==> config.mk <==
export PLATFORM = sky130hd
export DESIGN_NAME = fit_policy_segment_allocator_unit
export DESIGN_NICKNAME = d
export VERILOG_FILES = /design/src/sv/fpsa_pkg.sv /design/src/sv/fpsa_ram.sv /design/src/sv/fit_policy_segment_allocator_unit.sv
export SDC_FILE = /design/constraint.sdc
export NUM_CORES = 1
export LEC_CHECK = 0
export ABC_AREA = 1
export BUFFER_PORTS_ARGS = -buffer_cell sky130_fd_sc_hd__clkbuf_2
export CAP_MARGIN = 20
export CORE_MARGIN = 10
export CORE_UTILIZATION = 63
export DETAILED_ROUTE_END_ITERATION = 8
export PLACE_DENSITY = 0.8
export SLEW_MARGIN = 10
export SYNTH_ARGS = -nofsm -noshare
export SYNTH_HDL_FRONTEND = slang
export SYNTH_SLANG_ARGS = --single-unit
==> constraint.sdc <==
create_clock -name clk -period 5.1 [get_ports clk]
set_clock_uncertainty 0.15 [all_clocks]
set_input_delay 0.255 -clock clk [delete_from_list [all_inputs] [get_ports clk]]
set_output_delay 0.255 -clock clk [all_outputs]
set_load 0.005 [all_outputs]
==> src/sv/fpsa_pkg.sv <==
package fpsa_pkg;

    localparam int MAX_SEGMENTS_DEF = 32;
    localparam int SIZE_W = 24;
    localparam int REQ_W = 16;
    localparam int WORD_W = SIZE_W + 1;

    localparam logic [2:0] OP_ADD = 3'd0;
    localparam logic [2:0] OP_FIRST = 3'd1;
    localparam logic [2:0] OP_BEST = 3'd2;
    localparam logic [2:0] OP_WORST = 3'd3;
    localparam logic [2:0] OP_MERGE = 3'd4;

    localparam logic [1:0] ST_DONE = 2'd0;
    localparam logic [1:0] ST_NO_FIT = 2'd1;
    localparam logic [1:0] ST_FULL = 2'd2;

    localparam logic [SIZE_W-1:0] SIZE_SAT = {SIZE_W{1'b1}};

endpackage

==> src/sv/fpsa_ram.sv <==
module fpsa_ram #(
    parameter int WIDTH = 25,
    parameter int DEPTH = 32
) (
    input  logic                     clk,
    input  logic                     we,
    input  logic [$clog2(DEPTH)-1:0] waddr,
    input  logic [WIDTH-1:0]         wdata,
    input  logic [$clog2(DEPTH)-1:0] raddr,
    output logic [WIDTH-1:0]         rdata
);

    logic [WIDTH-1:0] mem [DEPTH];

    always_ff @(posedge clk)
    begin
        if (we)
        begin
            mem[waddr] <= wdata;
        end
        rdata <= mem[raddr];
    end

endmodule

==> src/sv/fit_policy_segment_allocator_unit.sv <==
// Channel  Direction  Handshake            Payload
// in       input      in_valid / in_stall  operation, request_size
// out      output     out_valid / out_stall status, segment_index, merged_free, segment_count
//
// One request at a time; in_stall is high from acceptance until its result is taken.
// Fit and merge scan the table one segment at a time through the RAM's single read port.
// An insert shifts the entries above the slot up by one, one entry at a time.
// rst_n clears the count and the sequencer; table contents stay undefined until written.
// A stalled result holds in the output registers.
module fit_policy_segment_allocator_unit #(
    parameter int MAX_SEGMENTS = fpsa_pkg::MAX_SEGMENTS_DEF
) (
    input  logic                        clk,
    input  logic                        rst_n,
    input  logic                        in_valid,
    output logic                        in_stall,
    input  logic [2:0]                  operation,
    input  logic [fpsa_pkg::REQ_W-1:0]  request_size,
    output logic                        out_valid,
    input  logic                        out_stall,
    output logic [1:0]                  status,
    output logic [4:0]                  segment_index,
    output logic [fpsa_pkg::SIZE_W-1:0] merged_free,
    output logic [5:0]                  segment_count
);

    localparam int IW = $clog2(MAX_SEGMENTS);
    localparam int CW = $clog2(MAX_SEGMENTS + 1);
    localparam int SW = fpsa_pkg::SIZE_W;
    localparam logic [CW-1:0] MAX_C = CW'(MAX_SEGMENTS);

    typedef enum logic [3:0] {
        S_IDLE, S_SCAN_RD, S_SCAN_EV, S_END, S_SHIFT_RD, S_SHIFT_WR, S_INS, S_FIX, S_OUT
    } state_t;

    state_t state_reg;
    logic [2:0] op_reg;
    logic [SW-1:0] req_reg;
    logic [CW-1:0] count_reg, k_reg, w_reg, ptr_reg, lo_reg, pick_reg;
    logic [SW-1:0] pick_size_reg, sum_reg;
    logic found_reg;
    logic [fpsa_pkg::WORD_W-1:0] ins_reg;
    logic [1:0] status_reg;
    logic [CW-1:0] idx_reg;
    logic [SW-1:0] merged_reg;

    logic we;
    logic [IW-1:0] waddr, raddr;
    logic [fpsa_pkg::WORD_W-1:0] wdata, rdata;
    logic r_used, fits;
    logic [SW-1:0] r_size;
    logic [SW:0] sum_add;

    fpsa_ram #(.WIDTH(fpsa_pkg::WORD_W), .DEPTH(MAX_SEGMENTS)) u_ram (
        .clk(clk), .we(we), .waddr(waddr), .wdata(wdata), .raddr(raddr), .rdata(rdata)
    );

    assign r_used = rdata[SW];
    assign r_size = rdata[SW-1:0];
    assign fits = !r_used && (r_size >= req_reg);
    assign sum_add = {1'b0, sum_reg} + {1'b0, r_size};

    always_comb
    begin
        we = 1'b0;
        waddr = w_reg[IW-1:0];
        wdata = {1'b1, r_size};
        raddr = k_reg[IW-1:0];
        case (state_reg)
            S_SCAN_EV:
            begin
                we = (op_reg == fpsa_pkg::OP_MERGE) && r_used;
            end
            S_SHIFT_RD:
            begin
                raddr = IW'(ptr_reg - CW'(1));
            end
            S_SHIFT_WR:
            begin
                we = 1'b1;
                waddr = ptr_reg[IW-1:0];
                wdata = rdata;
            end
            S_INS:
            begin
                we = 1'b1;
                waddr = lo_reg[IW-1:0];
                wdata = ins_reg;
            end
            S_FIX:
            begin
                we = 1'b1;
                waddr = pick_reg[IW-1:0];
                wdata = {1'b1, req_reg};
            end
            default:
            begin
            end
        endcase
    end

    always_ff @(posedge clk or negedge rst_n)
    begin
        if (!rst_n)
        begin
            state_reg <= S_IDLE;
            count_reg <= '0;
        end
        else
        begin
            case (state_reg)
                S_IDLE:
                begin
                    if (in_valid)
                    begin
                        op_reg <= operation;
                        req_reg <= SW'(request_size);
                        k_reg <= '0;
                        w_reg <= '0;
                        sum_reg <= '0;
                        found_reg <= 1'b0;
                        status_reg <= fpsa_pkg::ST_DONE;
                        idx_reg <= '0;
                        merged_reg <= '0;
                        if (operation == fpsa_pkg::OP_ADD)
                        begin
                            if (count_reg >= MAX_C)
                            begin
                                status_reg <= fpsa_pkg::ST_FULL;
                                state_reg <= S_OUT;
                            end
                            else
                            begin
                                lo_reg <= '0;
                                ptr_reg <= count_reg;
                                ins_reg <= {1'b0, SW'(request_size)};
                                state_reg <= S_SHIFT_RD;
                            end
                        end
                        else if (operation inside {[fpsa_pkg::OP_FIRST : fpsa_pkg::OP_MERGE]})
                        begin
                            state_reg <= S_SCAN_RD;
                        end
                        else
                        begin
                            state_reg <= S_OUT;
                        end
                    end
                end
                S_SCAN_RD:
                begin
                    state_reg <= (k_reg == count_reg) ? S_END : S_SCAN_EV;
                end
                S_SCAN_EV:
                begin
                    k_reg <= k_reg + CW'(1);
                    state_reg <= S_SCAN_RD;
                    if (op_reg == fpsa_pkg::OP_MERGE)
                    begin
                        if (r_used)
                        begin
                            w_reg <= w_reg + CW'(1);
                        end
                        else
                        begin
                            sum_reg <= sum_add[SW] ? fpsa_pkg::SIZE_SAT : sum_add[SW-1:0];
                        end
                    end
                    else if (fits)
                    begin
                        if (!found_reg)
                        begin
                            found_reg <= 1'b1;
                            pick_reg <= k_reg;
                            pick_size_reg <= r_size;
                            if (op_reg == fpsa_pkg::OP_FIRST)
                            begin
                                state_reg <= S_END;
                            end
                        end
                        else if ((op_reg == fpsa_pkg::OP_BEST && r_size < pick_size_reg) ||
                                 (op_reg == fpsa_pkg::OP_WORST && r_size > pick_size_reg))
                        begin
                            pick_reg <= k_reg;
                            pick_size_reg <= r_size;
                        end
                    end
                end
                S_END:
                begin
                    if (op_reg == fpsa_pkg::OP_MERGE)
                    begin
                        count_reg <= w_reg;
                        merged_reg <= sum_reg;
                        if (sum_reg != '0 && w_reg < MAX_C)
                        begin
                            lo_reg <= '0;
                            ptr_reg <= w_reg;
                            ins_reg <= {1'b0, sum_reg};
                            state_reg <= S_SHIFT_RD;
                        end
                        else
                        begin
                            state_reg <= S_OUT;
                        end
                    end
                    else if (!found_reg)
                    begin
                        status_reg <= fpsa_pkg::ST_NO_FIT;
                        state_reg <= S_OUT;
                    end
                    else if (pick_size_reg > req_reg)
                    begin
                        if (count_reg >= MAX_C)
                        begin
                            status_reg <= fpsa_pkg::ST_FULL;
                            state_reg <= S_OUT;
                        end
                        else
                        begin
                            lo_reg <= pick_reg + CW'(1);
                            ptr_reg <= count_reg;
                            ins_reg <= {1'b0, pick_size_reg - req_reg};
                            idx_reg <= pick_reg;
                            state_reg <= S_SHIFT_RD;
                        end
                    end
                    else
                    begin
                        idx_reg <= pick_reg;
                        state_reg <= S_FIX;
                    end
                end
                S_SHIFT_RD:
                begin
                    state_reg <= (ptr_reg == lo_reg) ? S_INS : S_SHIFT_WR;
                end
                S_SHIFT_WR:
                begin
                    ptr_reg <= ptr_reg - CW'(1);
                    state_reg <= S_SHIFT_RD;
                end
                S_INS:
                begin
                    count_reg <= count_reg + CW'(1);
                    state_reg <= (op_reg == fpsa_pkg::OP_ADD || op_reg == fpsa_pkg::OP_MERGE)
                                 ? S_OUT : S_FIX;
                end
                S_FIX:
                begin
                    state_reg <= S_OUT;
                end
                S_OUT:
                begin
                    if (!out_stall)
                    begin
                        state_reg <= S_IDLE;
                    end
                end
                default:
                begin
                    state_reg <= S_IDLE;
                end
            endcase
        end
    end

    assign in_stall = (state_reg != S_IDLE);
    assign out_valid = (state_reg == S_OUT);
    assign status = status_reg;
    assign segment_index = 5'(idx_reg);
    assign merged_free = merged_reg;
    assign segment_count = 6'(count_reg);

endmodule
======== Word-level counts from Yosys, hierarchy flattened ========
Memories as Yosys holds them, arrays and structs flattened. A register that Yosys moved wholly into a read port is not among the register bits.
Cells that the tools add are included.
cells by class
  bitwise logic cells ..................... 1
  eq/ne operators ......................... 34
  multiplexer cells ....................... 84
  $add $sub $neg .......................... 7
  $lt $le $gt $ge ......................... 8
  reduce and logical (&&, ||, !) cells .... 32
operators by type and width
  kind                 count
  $mux 25              8
  $mux 24              7
  $mux 6               21
  $pmux 24 s2          2
  $pmux 25 s3          1
  $pmux 25 s2          1
  $pmux 6 s2           4
  $mux 4               10
  $pmux 4 s9           1
  $add 24x24->25       1
  $mux 5               5
  $add 6x1->6 const B  4
  $ge 24x16->1         1
  $gt 24x16->1         1
  $gt 24x24->1         1
  $lt 24x24->1         1
  $mux 2               12
  $reduce_bool 24->1   1
  $sub 24x16->24       1
  $ne 2x2->1 const B   11
  $ne 3x3->1 const B   7
  $reduce_and 5->1     4
  $pmux 6 s3           1
  $eq 4x3->1 const B   4
  34 further kinds     56
storage, ports and cells
  output and inout bits ................... 39
  register bits after elaboration ......... 164
  memories ................................ 1
  logic and storage cells ................. 183
  bits in writable memories ............... 800
memories
  name       words  width  read ports  clocked after memory_dff  wr ports  line            source
  u_ram.mem  32     25     1           1                         1         fpsa_ram.sv:13  logic [WIDTH-1:0] mem [DEPTH];

======== Logic depth before layout (Yosys ltp) ========
Gate-level depths: netlist of run 1.
  depth after elaboration ................. 6
  mapped depth ............................ 16
  mapped depth without buffers ............ 16

======== Cells and area by module ========
Synthesis of run 1 repeated with hierarchy kept, for this count alone.
second synthesis, totals
  cell total of the unflattened synthesis .. 4147
  area total of the unflattened synthesis .. 44410.1 um2
by module, submodules not included
  module                             instances  area each (um2)  cells an instance  sequential area each (um2)
  fpsa_ram                           1          33181.8          2774               24523.5
  fit_policy_segment_allocator_unit  1          11228.3          1373               4844.6

======== Worst setup path after synthesis of run 1 ========
Ideal clock, no wire load.
  path type ............................... register to register
  from .................................... register req_reg[0]
  to ...................................... register ins_reg[0] in the netlist's numbering, enable pin
  stages on the path, launching flop included .. 14
  period minus slack after synthesis ...... 3585 ps
  arrival ................................. 3018 ps
  setup time .............................. 417 ps
  required time ........................... 4533 ps
  slack ................................... 1515 ps
  cell sequence ........................... edfxtp_1 -> ha_1 -> fa_1 -> inv_1 -> nand2_1 -> nand2_1 -> nand2_1 -> nand2_1 -> nand2_1 -> nand2_1 -> nand2_1 -> nand2_1 -> o211ai_1 -> nor2_1
between the ends
  longest elaborated chain between the ends .. 3
ends and longest elaborated chain
  item                               line                                      source
  start, declared                    fit_policy_segment_allocator_unit.sv:38   logic [SW-1:0] req_reg;
  start signal, assigned             fit_policy_segment_allocator_unit.sv:117  req_reg <= SW'(request_size);
  $gt 24x16->1                       fit_policy_segment_allocator_unit.sv:212  else if (pick_size_reg > req_reg)
  $ne 3x3->1 (no source line)        -
  $reduce_and 9->1 (no source line)  -
  end signal, assigned               fit_policy_segment_allocator_unit.sv:136  ins_reg <= {1'b0, SW'(request_size)};
  end signal, assigned               fit_policy_segment_allocator_unit.sv:199  ins_reg <= {1'b0, sum_reg};
  end signal, assigned               fit_policy_segment_allocator_unit.sv:223  ins_reg <= {1'b0, pick_size_reg - req_reg};
  end, declared                      fit_policy_segment_allocator_unit.sv:42   logic [fpsa_pkg::WORD_W-1:0] ins_reg;
No other way between the ends.
A chain may end at the register's enable or synchronous reset.

======== Final worst setup path of run 1 ========
  from .................................... register state_reg[1]
  to ...................................... memory u_ram.mem[6][14], enable pin
between the ends
  longest elaborated chain between the ends .. 5
  elaborated cells on any way between the ends .. 9
  those cells by class .................... 4 x eq/ne; 4 x mux; 1 x reduce/logical
ends and longest elaborated chain
  item                              line                                      source
  start, declared                   fit_policy_segment_allocator_unit.sv:36   state_t state_reg;
  start signal, assigned            fit_policy_segment_allocator_unit.sv:152  state_reg <= (k_reg == count_reg) ? S_END : S_SCAN_EV;
  start signal, assigned            fit_policy_segment_allocator_unit.sv:236  state_reg <= (ptr_reg == lo_reg) ? S_INS : S_SHIFT_WR;
  start signal, assigned            fit_policy_segment_allocator_unit.sv:246  state_reg <= (op_reg == fpsa_pkg::OP_ADD || op_reg == fpsa_pkg::OP_MERGE)
  $eq 4x3->1                        fit_policy_segment_allocator_unit.sv:69   case (state_reg)
  $reduce_or 3->1 (no source line)  -
  $pmux 1 s2                        fit_policy_segment_allocator_unit.sv:69
  $mux 1                            fpsa_ram.sv:17                            if (we)
  $mux 1 (implied by the code)      fpsa_ram.sv:19                            mem[waddr] <= wdata;
  end, declared                     fpsa_ram.sv:13
Parallel ways exist; a longest one is shown, timed or not.

==> results of run 1 <==
[per-layer routing]
layer	track usage, %	part of all wire (%)	vias up
met5	0	0.0087	-
met4	15.3	5.3	2
met2	47.0	46	2117
met1	39.9	37	15900
met3	5.52	11	341
li1	-	-	15200
[worst max-delay path, stage by stage (launching register included)]
cell	delay [ns]
dfrtp_1	0.48
inv_2	0.09
nor2_2	0.12
nand2_2	0.14
inv_2	0.49
nand2_1	0.13
o21ai_1	0.12
inv_1	0.07
a31oi_2	0.37
nand3_1	0.47
nor2_4	0.85
[cell families (layout without fill, tap and decap cells)]
kind of cell               after synthesis  in the layout  synth area share (%)
and+or+nand+nor                       2335           2335                  21.2
adders and majority gates               88             88                  2.46
AOI/OAI and AO/OA                      308            308                  4.13
DFF                                    988            988                  64.6
buffers and inverters                  759            924                  6.81
other                                    0              1                     0
xor gates and xnor gates                40             40                 0.771
[cell type report]
cell class / count / area (µm²)
Fill cell: 4832 / 20800
Timing Repair Buffer: 173 / 1370
Inverter: 566 / 2130
Multi-Input combinational cell: 2771 / 13400
Clock buffer: 127 / 2720
Clock inverter: 58 / 592
Tap cell: 950 / 1190
Sequential cell: 988 / 29400
Antenna cell: 1 / 2.50
[through the flow]
stage | setup WS, ns | hold slack [ns] | instance area, µm²
floorplan | 1.52 | -0.191 | 45400
finish | 1.21 | 0.188 | 50700
CTS | 1.29 | 0.162 | 50700
detailed placement | 1.33 | 0.0182 | 47100
global placement | 1.40 | 0.0161 | 47100
global route | 0.989 | 0.193 | 50700
[power breakdown]
part / switching, W / internal (W)
registers: 0.000568 / 0.0106
logic: 0.00889 / 0.00304
clock network: 0.00311 / 0.00424
total: 0.0126 / 0.0179
[worst paths after layout]
check	from	to	depth (start not counted)
worst max-delay path	state_reg[1]$_DFFE_PN0P_	u_ram.mem[6][14]$_DFFE_PP_	10
min in group asynchronous	rst_n	state_reg[0]$_DFFE_PN0P_	3
worst min-delay path	request_size[15]	req_reg[15]$_DFFE_PP_	2
worst max register to register	state_reg[1]$_DFFE_PN0P_	u_ram.mem[6][14]$_DFFE_PP_	10
worst min register to register	u_ram.rdata[0]$_DFF_P_	pick_size_reg[0]$_DFFE_PP_	0
max in group asynchronous	rst_n	state_reg[3]$_DFFE_PN0P_	3
[layout by cell type, fill, tap and decap left out, drive strengths merged, types with 2 or more instances in the layout]
cell,instances
dlygate4sd3,24
bufinv,9
nor3,18
a31oi,9
nand3b,7
dfxtp,25
nand4,23
nor2,168
xor2,24
xnor2,16
nor4,9
inv,571
a21oi,100
and2,2
nand3,516
o211ai,73
o21ai,85
o221ai,12
a21o,3
nand2,1585
ha,86
clkbuf,188
dfrtp,10
o22ai,5
clkinv,43
fa,2
o21bai,7
o21a,3
buf,88
edfxtp,953
a22oi,8
or2,4
==> flow_summary.yaml, run 1 <==
worst_setup_path:
  required_ns: 5.23
  crit_path_end_kind: "flop"
  regToRegSetupSlack_ns: 1.21
  cp_max_fo: 32
  crit_type: "reg2reg"
  critPathLaunchType: "flop"
  cp_data_arrival_time_ns: 4.02
route:
  final_antenna_net_count: 0
  drc: 0
  vias_per_cell: 5.97
  routed_wl_mm: 126
  wl_per_cell_um: 22.4
  vias: 33600
  dr.pass1.iters: 6
  drt_iter0_markers: 4617
sta:
  rsz0062_at_grt: "false"
  hold_viol_final: 0
  setup_viol: 0
  period_share_pct: 76.2
  finalSetupTns_ns: 0
  max_freq_mhz: 257
  worst_slew_pin_slew_ns: 1.07
  period_needed_ns: 3.89
  timing.slew.headroom_pct: 28.2
  maxSlewViolCount: 0
run:
  drv_cap: 0
logic_synthesis:
  synth-seq-cells: 988
  ys_warn_count: 0
  synthTopCellsByCount: "1578 x nand2_1, 953 x edfxtp_1, 557 x inv_1"
  synth_area_leaders: "edfxtp_1 63%, nand2_1 13%, nand3_1 5.7%, inv_1 4.6%, ha_1 2.4%"
  synth_top_area_share_pct: 63.0
  syn-cell-area_um2: 45400
  syn_nets: 4629
  synthDistinctLibCells: 45
  synth_edf_count: 953
  yosysMostFrequentCell: "nand2_1"
  syn_area_per_cell_um2: 10.1
  synthArstFlopShare_pct: 1.01
  ys_seq_area_share_pct: 64.6
  ys.flop_type: "edfxtp_1"
  yosysTopAreaCell: "edfxtp_1"
  synth_cells: 4518
die:
  die_x_um: 289
  start_util_pct: 63.5
  core-area_um2: 71500
  dieArea_um2: 83200
  rows: 98
  io_pins: 62
  die_y_um: 289
placement:
  dp_cells: 5422
  place_congestion: 0.972
  place_hpwl_mm: 78.4
  io_buffers: 61
run_status:
  status: "completed"
hold_path:
  min-delay-path-class: "in2reg"
clock_network:
  clk_pin_slew_ns: 0.06
  clk_latency_ns: 0.67
  cts_buffers: 99
  hold_buffers: 24
  cts_root_buffer: "clkbuf_16"
  cts_setup_buffers: 0
  cts.repair.resized: 0
  cts_tree: "built"
  cts_buffer_depth: 3
  htree_levels: 3
  clock_sinks: 988
finish:
  regMostFlops: "u_ram.mem"
  fin_nets: 4710
  fin_cells: 5634
  areaGrowthSynthToFinish_pct: 11.7
  reg.largest.list: "u_ram.mem (800), u_ram.rdata (25)"
  largest_reg_flops: 800
  fin_util_pct: 71.0
  drive_gt1_share_pct: 8.07
grt:
  overflow: 0
  grt_start_max_net_pins: 177
  grt_first_pass_wirelength_mm: 189
  antenna_found_initial: 2
  grt.total_usage_pct: 30.0
  grt_pass1_vias: 32100
power_and_ir_drop:
  p_leak_nw: 21.2
  ir_drop_mv: 0.548
  total_power_w: 0.0304
  power.density_nw_per_um2: 600
(Power assumes the default switching activity.)
==> run 2, diff against run 1 <==
==> constraint.sdc (replaced) <==
create_clock -name clk -period 3.6 [get_ports clk]
set_clock_uncertainty 0.15 [all_clocks]
set_input_delay 0.18 -clock clk [delete_from_list [all_inputs] [get_ports clk]]
set_output_delay 0.18 -clock clk [all_outputs]
set_load 0.005 [all_outputs]
==> run 2 against run 1 <==
Non-clock buffer count is 35 higher. Power rose by 38%. Cell count rose by 0.62%. Sequential share of layout area down 0.52 points. Combinational power increased by 35%. Clock power rose by 40%. Via count barely moved. Register-to-register slack worse by 0.91 ns. Count of clock-buffer cells in the layout up 2. Global-route usage decreased by 0.71 points. Setup slack got worse by 0.91 ns. Critical path type unchanged. Final area grew 0.91%.
==> flow_summary.yaml, run 2 (synthesis results as in run 1) <==
power_and_ir_drop:
  p_int_w: 0.0253
  power.density_nw_per_um2: 822
  switching_power_w: 0.0168
  p_clk_share_pct: 24.4
  ir_drop_mv: 0.570
  switching_share_pct: 39.9
  p_leak_nw: 21.4
  combinationalPowerShare_pct: 38.2
  p_seq_share_pct: 37.4
  total_power_w: 0.0421
route:
  wl_per_cell_um: 21.7
  drt_iter0_markers: 4012
  routed_wl_mm: 123
  dr.pass1.iters: 6
  vias: 33600
  final_antenna_net_count: 0
  drc: 0
  vias_per_cell: 5.92
worst_setup_path:
  crit_path_max_incr_delay_ns: 0.93
  crit_type: "reg2reg"
  required_ns: 3.73
  crit_buf_inv: 2
  crit_path_end_kind: "flop"
  cp_max_fo: 25
  critPathLaunchType: "flop"
  path_delay_family: "simple AND/OR/NAND/NOR gates"
  cp_data_arrival_time_ns: 3.43
  cp_slowest_cell: "nor2_4"
  crit_chain: "inv_1, nor2_1, nand2_2, inv_2, nand2_1, o21ai_0, o22ai_1, nand3b_1, nor2_4"
grt:
  met3_usage_pct: 5.39
  grt_pass1_vias: 32300
  met1_usage_pct: 37.7
  gr-usage-met2_pct: 48.3
  overflow: 0
  grt_start_max_net_pins: 106
  grt_first_pass_wirelength_mm: 186
  grt_busiest_layer: "met2"
  antenna_found_initial: 3
  grt.total_usage_pct: 29.2
finish:
  reg.largest.list: "u_ram.mem (800), u_ram.rdata (25)"
  layout_commonest_cell: "nand2_1"
  largest_reg_flops: 800
  regMostFlops: "u_ram.mem"
  areaGrowthSynthToFinish_pct: 12.7
  fin_nets: 4746
  final_cell_mix: "1577 x nand2_1, 953 x edfxtp_1, 555 x inv_1"
  drive_gt1_share_pct: 8.69
die:
  start_util_pct: 63.5
  rows: 98
  die_x_um: 289
  core-area_um2: 71500
  io_pins: 62
  die_y_um: 289
  dieArea_um2: 83200
sta:
  postLayoutSetupSlackWorst_ns: 0.303
  setup_viol: 0
  period_share_pct: 91.6
  rsz0062_at_grt: "false"
  worst_slew_pin_slew_ns: 1.09
  hold_viol_final: 0
  period_needed_ns: 3.30
  timing.slew.headroom_pct: 27.0
  finalSetupTns_ns: 0
  max_freq_mhz: 303
  maxSlewViolCount: 0
clock_network:
  clk_pin_slew_ns: 0.07
  clock_sinks: 988
  htree_levels: 3
  cts_root_buffer: "clkbuf_16"
  cts_buffer_depth: 3
  cts_buffers: 100
  cts_tree: "built"
  clk_latency_ns: 0.68
placement:
  place_hpwl_mm: 74.1
  place_ws_ns: 0.437
  io_buffers: 61
  place_congestion: 0.979
hold_path:
  min-delay-path-class: "in2reg"
run_status:
  status: "completed"
run:
  drv_cap: 0
[run 2: changes by cell type in the layout (fill, tap and decap cells not counted), sizes merged]
cell / before / now
bufinv: 9 / 8
clkinvlp: 1 / 3
inv: 571 / 567
clkbuf: 188 / 190
diode: 1 / 2
buf: 88 / 123
[run 2: routing by layer]
layer / up-vias / part of all wire (%)
met5: - / 0.0098
met4: 2 / 4.2
met3: 339 / 11
met2: 2111 / 48
met1: 15800 / 37
li1: 15300 / -
[run 2: power groups by stage]
stage	combinational (W)	clock [W]	sequential (W)
floorplan	0.0101	0	0.0157
global placement	0.0151	0	0.0159
detailed placement	0.0155	0	0.0159
CTS	0.0157	0.0103	0.0157
global route	0.0175	0.0107	0.0157
finish	0.0161	0.0103	0.0157
[run 2: worst paths after layout]
check                                          from  cells past startpoint                            to  slack (ns)
max in group asynchronous                     rst_n                      3  segment_count[1]$_DFFE_PN0P_        2.42
min reg2reg                  u_ram.rdata[0]$_DFF_P_                      0    pick_size_reg[0]$_DFFE_PP_        0.40
max reg2reg                state_reg[0]$_DFFE_PN0P_                      9    u_ram.mem[23][7]$_DFFE_PP_        0.30
min in group asynchronous                     rst_n                      3      state_reg[1]$_DFFE_PN0P_        0.49
min                                request_size[15]                      2         req_reg[15]$_DFFE_PP_        0.11
max                        state_reg[0]$_DFFE_PN0P_                      9    u_ram.mem[23][7]$_DFFE_PP_        0.30
[run 2: worst reg2reg max path: cells and delay by family (launching register included)]
family,cells,cell delay (ns)
compound gates,2,0.25
simple gates,5,1.74
buf+inv,2,0.28
flops,1,0.47
[run 2: stage by stage]
stage          utilization (%)  hold WS [ns]  instance area (µm²)  instances
6_report                  71.6         0.109                51200       5669
3_5_place_dp              66.7       -0.0531                47700       5459
5_1_grt                   71.6         0.117                51200       5668
3_3_place_gp              66.7       -0.0590                47700       5458
2_1_floorplan                -        -0.266                45400       4518
4_1_cts                   71.6        0.0785                51200       5667
[run 2: area by class of cell]
| cell class | instances | area (µm²) |
|---|---|---|
| sequential | 988 | 29400 |
| fill | 4773 | 20300 |
| multi-input combinational | 2771 | 13300 |
| clock buffer | 129 | 2690 |
| inverter | 566 | 2130 |
| timing repair buffer | 208 | 1980 |
| tap | 950 | 1190 |
| clock inverter | 55 | 536 |
| antenna | 2 | 5.00 |
[run 2: timing repair]
action	4_1_cts	5_1_grt
hold buffers	24	0
hold endpoints to repair	68	0
resized for setup	0	0
buffers inserted	0	0
